[src/hdl/iht_pkg.sv]
// Shared types, constants and helpers for the identifier intern table.
package iht_pkg;

    localparam logic [7:0] CH_UPPER_A = 8'h41;
    localparam logic [7:0] CH_UPPER_Z = 8'h5A;
    localparam logic [7:0] CH_LOWER_A = 8'h61;
    localparam logic [7:0] CH_NUL     = 8'h00;

    localparam int STR_INDEX_W = 10;

    typedef enum logic [3:0] {
        ST_IDLE,
        ST_TERM,
        ST_MOD,
        ST_REM,
        ST_BKT,
        ST_HEAD,
        ST_NODE,
        ST_NODEW,
        ST_RD,
        ST_CMP,
        ST_PUSH,
        ST_DONE
    } t_state;

    typedef struct packed {
        logic eq;
        logic term;
    } t_cmp;

    function automatic logic [7:0] fold_case(input logic [7:0] c);
        if (c >= CH_UPPER_A && c <= CH_UPPER_Z) begin
            return c - CH_UPPER_A + CH_LOWER_A;
        end
        return c;
    endfunction

endpackage

[src/hdl/iht_cmp.sv]
// Case-folding byte compare used in the compare step of the chain walk.
module iht_cmp (
    input  logic [7:0]    i_a,
    input  logic [7:0]    i_b,
    output iht_pkg::t_cmp o_res
);
    import iht_pkg::*;

    logic [7:0] w_fa;
    logic [7:0] w_fb;

    assign w_fa       = fold_case(i_a);
    assign w_fb       = fold_case(i_b);
    assign o_res.eq   = (w_fa == w_fb);
    assign o_res.term = (w_fa == CH_NUL);

endmodule

[config.mk]
export PLATFORM = sky130hd
export DESIGN_NAME = iht_cmp
export DESIGN_NICKNAME = d
export VERILOG_FILES = /design/src/hdl/iht_pkg.sv /design/src/hdl/iht_cmp.sv
export SDC_FILE = /design/constraint.sdc
export NUM_CORES = 1
export LEC_CHECK = 0
export ABC_AREA = 0
export BUFFER_PORTS_ARGS = -buffer_cell sky130_fd_sc_hd__buf_2
export CAP_MARGIN = 40
export CORE_AREA = 2 2 39 41
export DETAILED_ROUTE_END_ITERATION = 16
export DIE_AREA = 0 0 41 43
export GPL_TIMING_DRIVEN = 0
export PLACE_DENSITY_LB_ADDON = 0.15
export RECOVER_POWER = 25
export SLEW_MARGIN = 5
export SYNTH_ARGS = -nofsm -noshare
export SYNTH_HDL_FRONTEND = slang
export SYNTH_SLANG_ARGS = --single-unit
export TNS_END_PERCENT = 50
[constraint.sdc]
create_clock -name vclk -period 1.7
set_clock_uncertainty 0.2 [all_clocks]
set_input_delay 0.085 -clock vclk [all_inputs]
set_output_delay 0.085 -clock vclk [all_outputs]
set_load 0.01 [all_outputs]
==> results of run 1 <==
==> worst min path at each step <==
stage                 from  endpoint  slack, ps  cells past startpoint
global placement    i_a[1]  o_res[0]        270                      3
finish              i_a[1]  o_res[0]        270                      3
global route        i_a[1]  o_res[0]        300                      3
floorplan           i_a[1]  o_res[0]         20                      1
detailed placement  i_a[1]  o_res[0]        270                      3
CTS                 i_a[1]  o_res[0]        280                      3
==> power by group <==
group          internal (µW)  leakage (µW)  switching (µW)
registers                  0             0               0
logic                   49.5      0.000173            45.6
clock network              0             0               0
total                   49.5      0.000173            45.6
==> synth_stat cells <==
library cell               instances  area (µm²)
sky130_fd_sc_hd__a31oi_4           1       21.27
sky130_fd_sc_hd__o22a_2            1       10.01
sky130_fd_sc_hd__or4_1             2       15.01
sky130_fd_sc_hd__xnor2_1           5       43.79
sky130_fd_sc_hd__o41ai_1           1       8.760
sky130_fd_sc_hd__nand3_1           1       5.000
sky130_fd_sc_hd__nor4_2            1       12.51
sky130_fd_sc_hd__nor3_1            3       15.01
sky130_fd_sc_hd__nand2_1           4       15.01
sky130_fd_sc_hd__o21bai_1          1       7.510
sky130_fd_sc_hd__o22ai_1           1       6.260
sky130_fd_sc_hd__xor2_1            3       26.28
sky130_fd_sc_hd__inv_1             3       11.26
sky130_fd_sc_hd__a21boi_1          1       7.510
sky130_fd_sc_hd__or3_1             1       6.260
sky130_fd_sc_hd__o31ai_1           1       7.510
sky130_fd_sc_hd__a21oi_1           2       10.01
sky130_fd_sc_hd__a41oi_1           1       8.760
sky130_fd_sc_hd__ha_1              2       25.02
==> timing repair <==
item	4_1_cts	5_1_grt
hold buffers	0	0
setup buffers	0	1
endpoints found under the setup margin	1	1
hold endpoints to repair	0	0
pin swaps	1	5
gates resized for setup	2	5
==> per-layer routing <==
metal,GRT usage [%],share of wire [%]
met1,12.34,47
met5,0,0
met3,0,6.9
met2,10.00,46
met4,0,0
==> cells by family after synthesis <==
| group | share of synthesized area, % |
|---|---|
| xor gates and xnor gates | 26.67 |
| and+or+nand+nor | 26.18 |
| buffers and inverters | 4.285 |
| AOI/OAI and AO/OA | 33.34 |
| adders and majority gates | 9.522 |
==> through the flow <==
step | utilization [%] | TNS, ps | instance area (µm²) | setup slack [ps]
final | 30.65 | -209.9 | 424.2 | -209.9
after global routing | 30.65 | -278.3 | 424.2 | -278.3
after CTS | 28.21 | -217.8 | 390.4 | -217.8
after detailed placement | 27.22 | -274.0 | 376.6 | -274.0
after global placement | 27.22 | -306.2 | 376.6 | -306.2
after floorplan | - | 0 | 266.5 | 2.164
==> critical path: cells and delay by family <==
| family | cells | cell delay, ps |
|---|---|---|
| buf+inv | 2 | 270 |
| compound gates | 2 | 440 |
| xor+xnor | 1 | 110 |
| simple gates | 2 | 730 |
==> cell type report <==
type                            count  area, µm²
Multi-Input combinational cell     32      280.3
Tap cell                           16      20.02
Fill cell                         160      959.7
Inverter                            3      11.26
Timing Repair Buffer               19      112.6
==> insert_results.sql, run 1 <==
INSERT INTO impl_metrics (metric_group, metric, value, unit) VALUES
('timing', 'finalWorstPathRequiredPeriod', '1910', 'ps'),
('worst_setup_path', 'worst_setup_path_start_kind', 'input pin', ''),
('worst_setup_path', 'timing.critical_path.from', 'i_b[2]', ''),
('detailed_routing', 'ant_nets', '0', ''),
('global_route', 'grt_first_pass_wirelength', '945', 'µm'),
('power_and_ir_drop', 'power', '95.06', 'µW'),
('floorplanning', 'start_util', '18.99', '%'),
('timing', 'layout_setup_ws', '-209.9', 'ps'),
('worst_setup_path', 'criticalPathCategory', 'input pin to primary output', ''),
('global_route', 'grt_start_max_net_pins', '6', ''),
('timing', 'setup-violations-final', '1', ''),
('global_route', 'overflow', '0', ''),
('min_path', 'hp-class', 'input pin to primary output', ''),
('detailed_routing', 'vias', '329', ''),
('timing', 'grt_setup_unrepaired', 'yes', ''),
('power_and_ir_drop', 'leakagePower', '0.0001733', 'µW'),
('worst_setup_path', 'arrival_time_at_the_worst_endpoint', '1620', 'ps'),
('worst_setup_path', 'crit_fanout', '3', ''),
('synthesis', 'synth_sequential_area_ratio', '0', '%'),
('synthesis', 'avgSynthCellArea', '7.507', 'µm²'),
('global_route', 'initial_antenna_violation_count', '0', ''),
('synthesis', 'synth.net_count', '53', ''),
('final_layout', 'clock_buffers', '0', ''),
('worst_setup_path', 'critical_path.slowest_cell', 'sky130_fd_sc_hd__or4_4', ''),
('final_layout', 'insertedDiodeCount', '0', ''),
('timing', 'slew_violations', '0', ''),
('final_layout', 'fin_cells', '70', ''),
('run_status', 'status', 'finished, violations left', ''),
('detailed_routing', 'wirelength', '678', 'µm'),
('placed_design', 'dpl.cell_count', '69', ''),
('worst_setup_path', 'worst-endpoint-required', '1410', 'ps'),
('worst_setup_path', 'slowest_delay', '520', 'ps'),
('synthesis', 'synth_area', '262.8', 'µm²'),
('placed_design', 'detailed_place_hpwl', '556.5', 'µm'),
('timing', 'timing.slew.headroom', '75.12', '%'),
('floorplanning', 'io-pin-count', '18', ''),
('final_layout', 'layout_common_cells', '15 x sky130_fd_sc_hd__buf_2, 5 x sky130_fd_sc_hd__xnor2_1, 4 x sky130_fd_sc_hd__nand2_1', ''),
('run', 'drv_cap', '0', ''),
('final_layout', 'final_nets', '74', ''),
('final_layout', 'seq_area', '0', 'µm²'),
('floorplanning', 'core_region_area', '0.001384', 'mm²'),
('global_route', 'grt_pass1_vias', '248', ''),
('timing', 'layout_worst_path_cycle_share', '112.3', '%'),
('run_status', 'violations', 'setup timing', ''),
('placed_design', 'globalplace.congestion', '0.6180', ''),
('floorplanning', 'die_width', '41', 'µm'),
('worst_setup_path', 'worstPathCellList', 'buf_8 > or4_4 > o22a_4 > a41oi_2 > xnor2_1 > nor4_2 > buf_2', ''),
('final_layout', 'layout-drive-gt1-share', '46.30', '%'),
('final_layout', 'layout.sequential_cells', '0', ''),
('detailed_routing', 'detail_route.wl_per_cell', '9.686', 'µm'),
('placed_design', 'buffer_ports.inserted', '18', ''),
('timing', 'hold_violations', '0', ''),
('detailed_routing', 'drc_errors', '0', ''),
('synthesis', 'synth_warnings', '0', ''),
('timing', 'max_slew.worst_pin.slew', '368.4', 'ps'),
('power_and_ir_drop', 'irDropWorstVdd', '0.07317', 'mV'),
('detailed_routing', 'detail_route.first_pass.iterations', '4', ''),
('floorplanning', 'floorplan.die.height', '43', 'µm'),
('power_and_ir_drop', 'powerDensity', '224.1', 'mW/mm²'),
('floorplanning', 'die_area', '0.001763', 'mm²'),
('final_layout', 'layout_commonest_cell', 'sky130_fd_sc_hd__buf_2', ''),
('timing', 'clock.fmax', '0.5236', 'GHz'),
('timing', 'hold-worst-slack', '269.1', 'ps'),
('detailed_routing', 'detail_route.iter0.violations', '2', ''),
('worst_setup_path', 'critical_path.endpoint', 'o_res[1]', ''),
('worst_setup_path', 'critical_path.endpoint_type', 'primary output', ''),
('final_layout', 'flow.area_growth_from_synthesis', '61.43', '%'),
('floorplanning', 'placement_rows', '14', ''),
('global_route', 'grt_util_all_layers', '7.093', '%'),
('synthesis', 'netlist-cell-type-count', '19', ''),
('detailed_routing', 'drt-vias-per-instance', '4.700', ''),
('synthesis', 'synthesis.instances', '35', '');
Note: power is estimated with default switching activity, not from simulation.
==> run 2: changes to the inputs <==
--- a/config.mk
+++ b/config.mk
@@ -12,8 +12,7 @@
 export DETAILED_ROUTE_END_ITERATION = 16
 export DIE_AREA = 0 0 41 43
 export GPL_TIMING_DRIVEN = 0
-export PLACE_DENSITY_LB_ADDON = 0.15
-export RECOVER_POWER = 25
+export RECOVER_POWER = 100
 export SLEW_MARGIN = 5
 export SYNTH_ARGS = -nofsm -noshare
 export SYNTH_HDL_FRONTEND = slang
==> run 2 against run 1 <==
The flow still finishes with violations (setup timing); sequential cell count unchanged; non-clock buffer count unchanged; highest routed layer unchanged; die area unchanged; global-route usage up 0.90 points; critical path type unchanged; via count up 0.61%; combinational power down 4.0%; wire length down 0.15%; total power down 3.9%; worst setup slack better by 24 ps; critical path depth unchanged.
==> insert_results.sql, run 2 (synthesized netlist as in run 1, its figures left out) <==
INSERT INTO impl_metrics (metric_group, metric, value, unit) VALUES
('power_and_ir_drop', 'powerDensity', '221.2', 'mW/mm²'),
('timing', 'grt_setup_unrepaired', 'yes', ''),
('worst_setup_path', 'critical_path.endpoint_type', 'primary output', ''),
('placed_design', 'buffer_ports.inserted', '18', ''),
('detailed_routing', 'vias', '331', ''),
('global_route', 'overflow', '0', ''),
('power_and_ir_drop', 'p_comb_share', '100.0', '%'),
('floorplanning', 'core_region_area', '0.001384', 'mm²'),
('power_and_ir_drop', 'clock_power_share', '0', '%'),
('floorplanning', 'floorplan.die.height', '43', 'µm'),
('detailed_routing', 'detail_route.iter0.violations', '1', ''),
('final_layout', 'layout_commonest_cell', 'sky130_fd_sc_hd__buf_2', ''),
('global_route', 'grt_util_all_layers', '7.992', '%'),
('worst_setup_path', 'critical_path.endpoint', 'o_res[1]', ''),
('final_layout', 'fillers', '153', ''),
('detailed_routing', 'drc_errors', '0', ''),
('clocking', 'cts_hold_buf', '0', ''),
('placed_design', 'dpl.cell_count', '69', ''),
('timing', 'max_slew.worst_pin.slew', '379.5', 'ps'),
('run', 'drv_cap', '0', ''),
('timing', 'hold_violations', '0', ''),
('power_and_ir_drop', 'power', '91.32', 'µW'),
('final_layout', 'clock_buffers', '0', ''),
('floorplanning', 'start_util', '18.99', '%'),
('min_path', 'hp-class', 'input pin to primary output', ''),
('detailed_routing', 'wirelength', '677', 'µm'),
('final_layout', 'layout_common_cells', '15 x sky130_fd_sc_hd__buf_2, 5 x sky130_fd_sc_hd__xnor2_1, 4 x sky130_fd_sc_hd__nand2_1', ''),
('floorplanning', 'placement_rows', '14', ''),
('final_layout', 'flow.area_growth_from_synthesis', '57.14', '%'),
('timing', 'finalWorstPathRequiredPeriod', '1886', 'ps'),
('worst_setup_path', 'criticalPathCategory', 'input pin to primary output', ''),
('global_route', 'grt_start_max_net_pins', '6', ''),
('placed_design', 'globalplace.congestion', '0.6160', ''),
('floorplanning', 'die_width', '41', 'µm'),
('detailed_routing', 'detail_route.first_pass.iterations', '2', ''),
('detailed_routing', 'drt-vias-per-instance', '4.729', ''),
('timing', 'setup-violations-final', '1', ''),
('global_route', 'initial_antenna_violation_count', '0', ''),
('power_and_ir_drop', 'p_sw_share', '48.71', '%'),
('detailed_routing', 'detail_route.wl_per_cell', '9.671', 'µm'),
('floorplanning', 'die_area', '0.001763', 'mm²'),
('global_route', 'grt_pass1_vias', '302', ''),
('final_layout', 'post-route-util', '29.84', '%'),
('power_and_ir_drop', 'power_report.internal_total', '46.83', 'µW'),
('timing', 'slew_violations', '0', ''),
('placed_design', 'detailed_place_hpwl', '592.1', 'µm'),
('run_status', 'status', 'finished, violations left', ''),
('floorplanning', 'io-pin-count', '18', ''),
('final_layout', 'fin_cells', '70', ''),
('final_layout', 'layout-drive-gt1-share', '46.30', '%'),
('final_layout', 'insertedDiodeCount', '0', ''),
('timing', 'finalSetupTns', '-185.5', 'ps'),
('final_layout', 'layout.sequential_cells', '0', ''),
('timing', 'layout_worst_path_cycle_share', '110.9', '%'),
('worst_setup_path', 'worst-endpoint-required', '1410', 'ps'),
('placed_design', 'place_worst_setup_slack', '-264.7', 'ps'),
('final_layout', 'seq_area', '0', 'µm²'),
('timing', 'timing.slew.headroom', '74.37', '%'),
('worst_setup_path', 'timing.critical_path.from', 'i_b[3]', ''),
('power_and_ir_drop', 'seqPwrFrac', '0', '%'),
('run_status', 'violations', 'setup timing', ''),
('power_and_ir_drop', 'leakagePower', '0.0001710', 'µW'),
('global_route', 'grt_first_pass_wirelength', '1035', 'µm'),
('detailed_routing', 'ant_nets', '0', ''),
('worst_setup_path', 'worst_setup_path_start_kind', 'input pin', ''),
('timing', 'clock.fmax', '0.5304', 'GHz'),
('timing', 'layout_setup_ws', '-185.5', 'ps'),
('worst_setup_path', 'arrival_time_at_the_worst_endpoint', '1600', 'ps'),
('worst_setup_path', 'crit_fanout', '3', ''),
('final_layout', 'final_nets', '74', ''),
('power_and_ir_drop', 'switchingPower', '44.48', 'µW'),
('power_and_ir_drop', 'irDropWorstVdd', '0.03685', 'mV');
[run 2: worst min-delay path by stage]
stage	from	end	slack (ps)	depth (start not counted)
after CTS	i_a[1]	o_res[0]	280	3
after global routing	i_a[1]	o_res[0]	290	3
after floorplan	i_a[1]	o_res[0]	20	1
after global placement	i_a[1]	o_res[0]	270	3
after detailed placement	i_a[1]	o_res[0]	270	3
final	i_a[1]	o_res[0]	270	3
[run 2: per-layer routing]
layer	GRT usage, %	share of wire [%]	vias to the layer above
li1	-	-	172
met4	0	0	0
met3	1.047	9.2	0
met1	6.329	35	150
met5	0	0	-
met2	18.13	56	9
[run 2: area by class of cell]
cell class / instances / area [µm²] / share of cell area (%)
Tap cell: 16 / 20.02 / 4.848
Timing Repair Buffer: 19 / 108.9 / 26.36
Inverter: 3 / 11.26 / 2.727
Multi-Input combinational cell: 32 / 272.8 / 66.06
[run 2: power by group through the flow]
stage,registers (µW),clock network (µW),logic [µW]
finish,0,0,91.3
global route,0,0,101
CTS,0,0,92.0
detailed placement,0,0,83.1
global placement,0,0,81.4
floorplan,0,0,46.3
[run 2: stage by stage]
stage                     hold WS [ps]  area, µm²
final                            269.2      412.9
after global routing             288.1      412.9
after CTS                        282.3      414.1
after detailed placement         271.5      376.6
after global placement           266.4      376.6
after floorplan                  24.40      266.5
[run 2: what timing repair did]
action                     4_1_cts  5_1_grt
pin swaps                        7        1
gates resized for setup          5        0
setup buffers                    1        0
hold endpoints to repair         0        0
setup endpoints to repair        1        1
[run 2: critical path, cell delays in order]
cell	delay (ps)
sky130_fd_sc_hd__buf_6	90
sky130_fd_sc_hd__or4_1	510
sky130_fd_sc_hd__o22a_2	250
sky130_fd_sc_hd__a21boi_2	150
sky130_fd_sc_hd__xnor2_1	80
sky130_fd_sc_hd__nor4_2	260
sky130_fd_sc_hd__buf_2	170
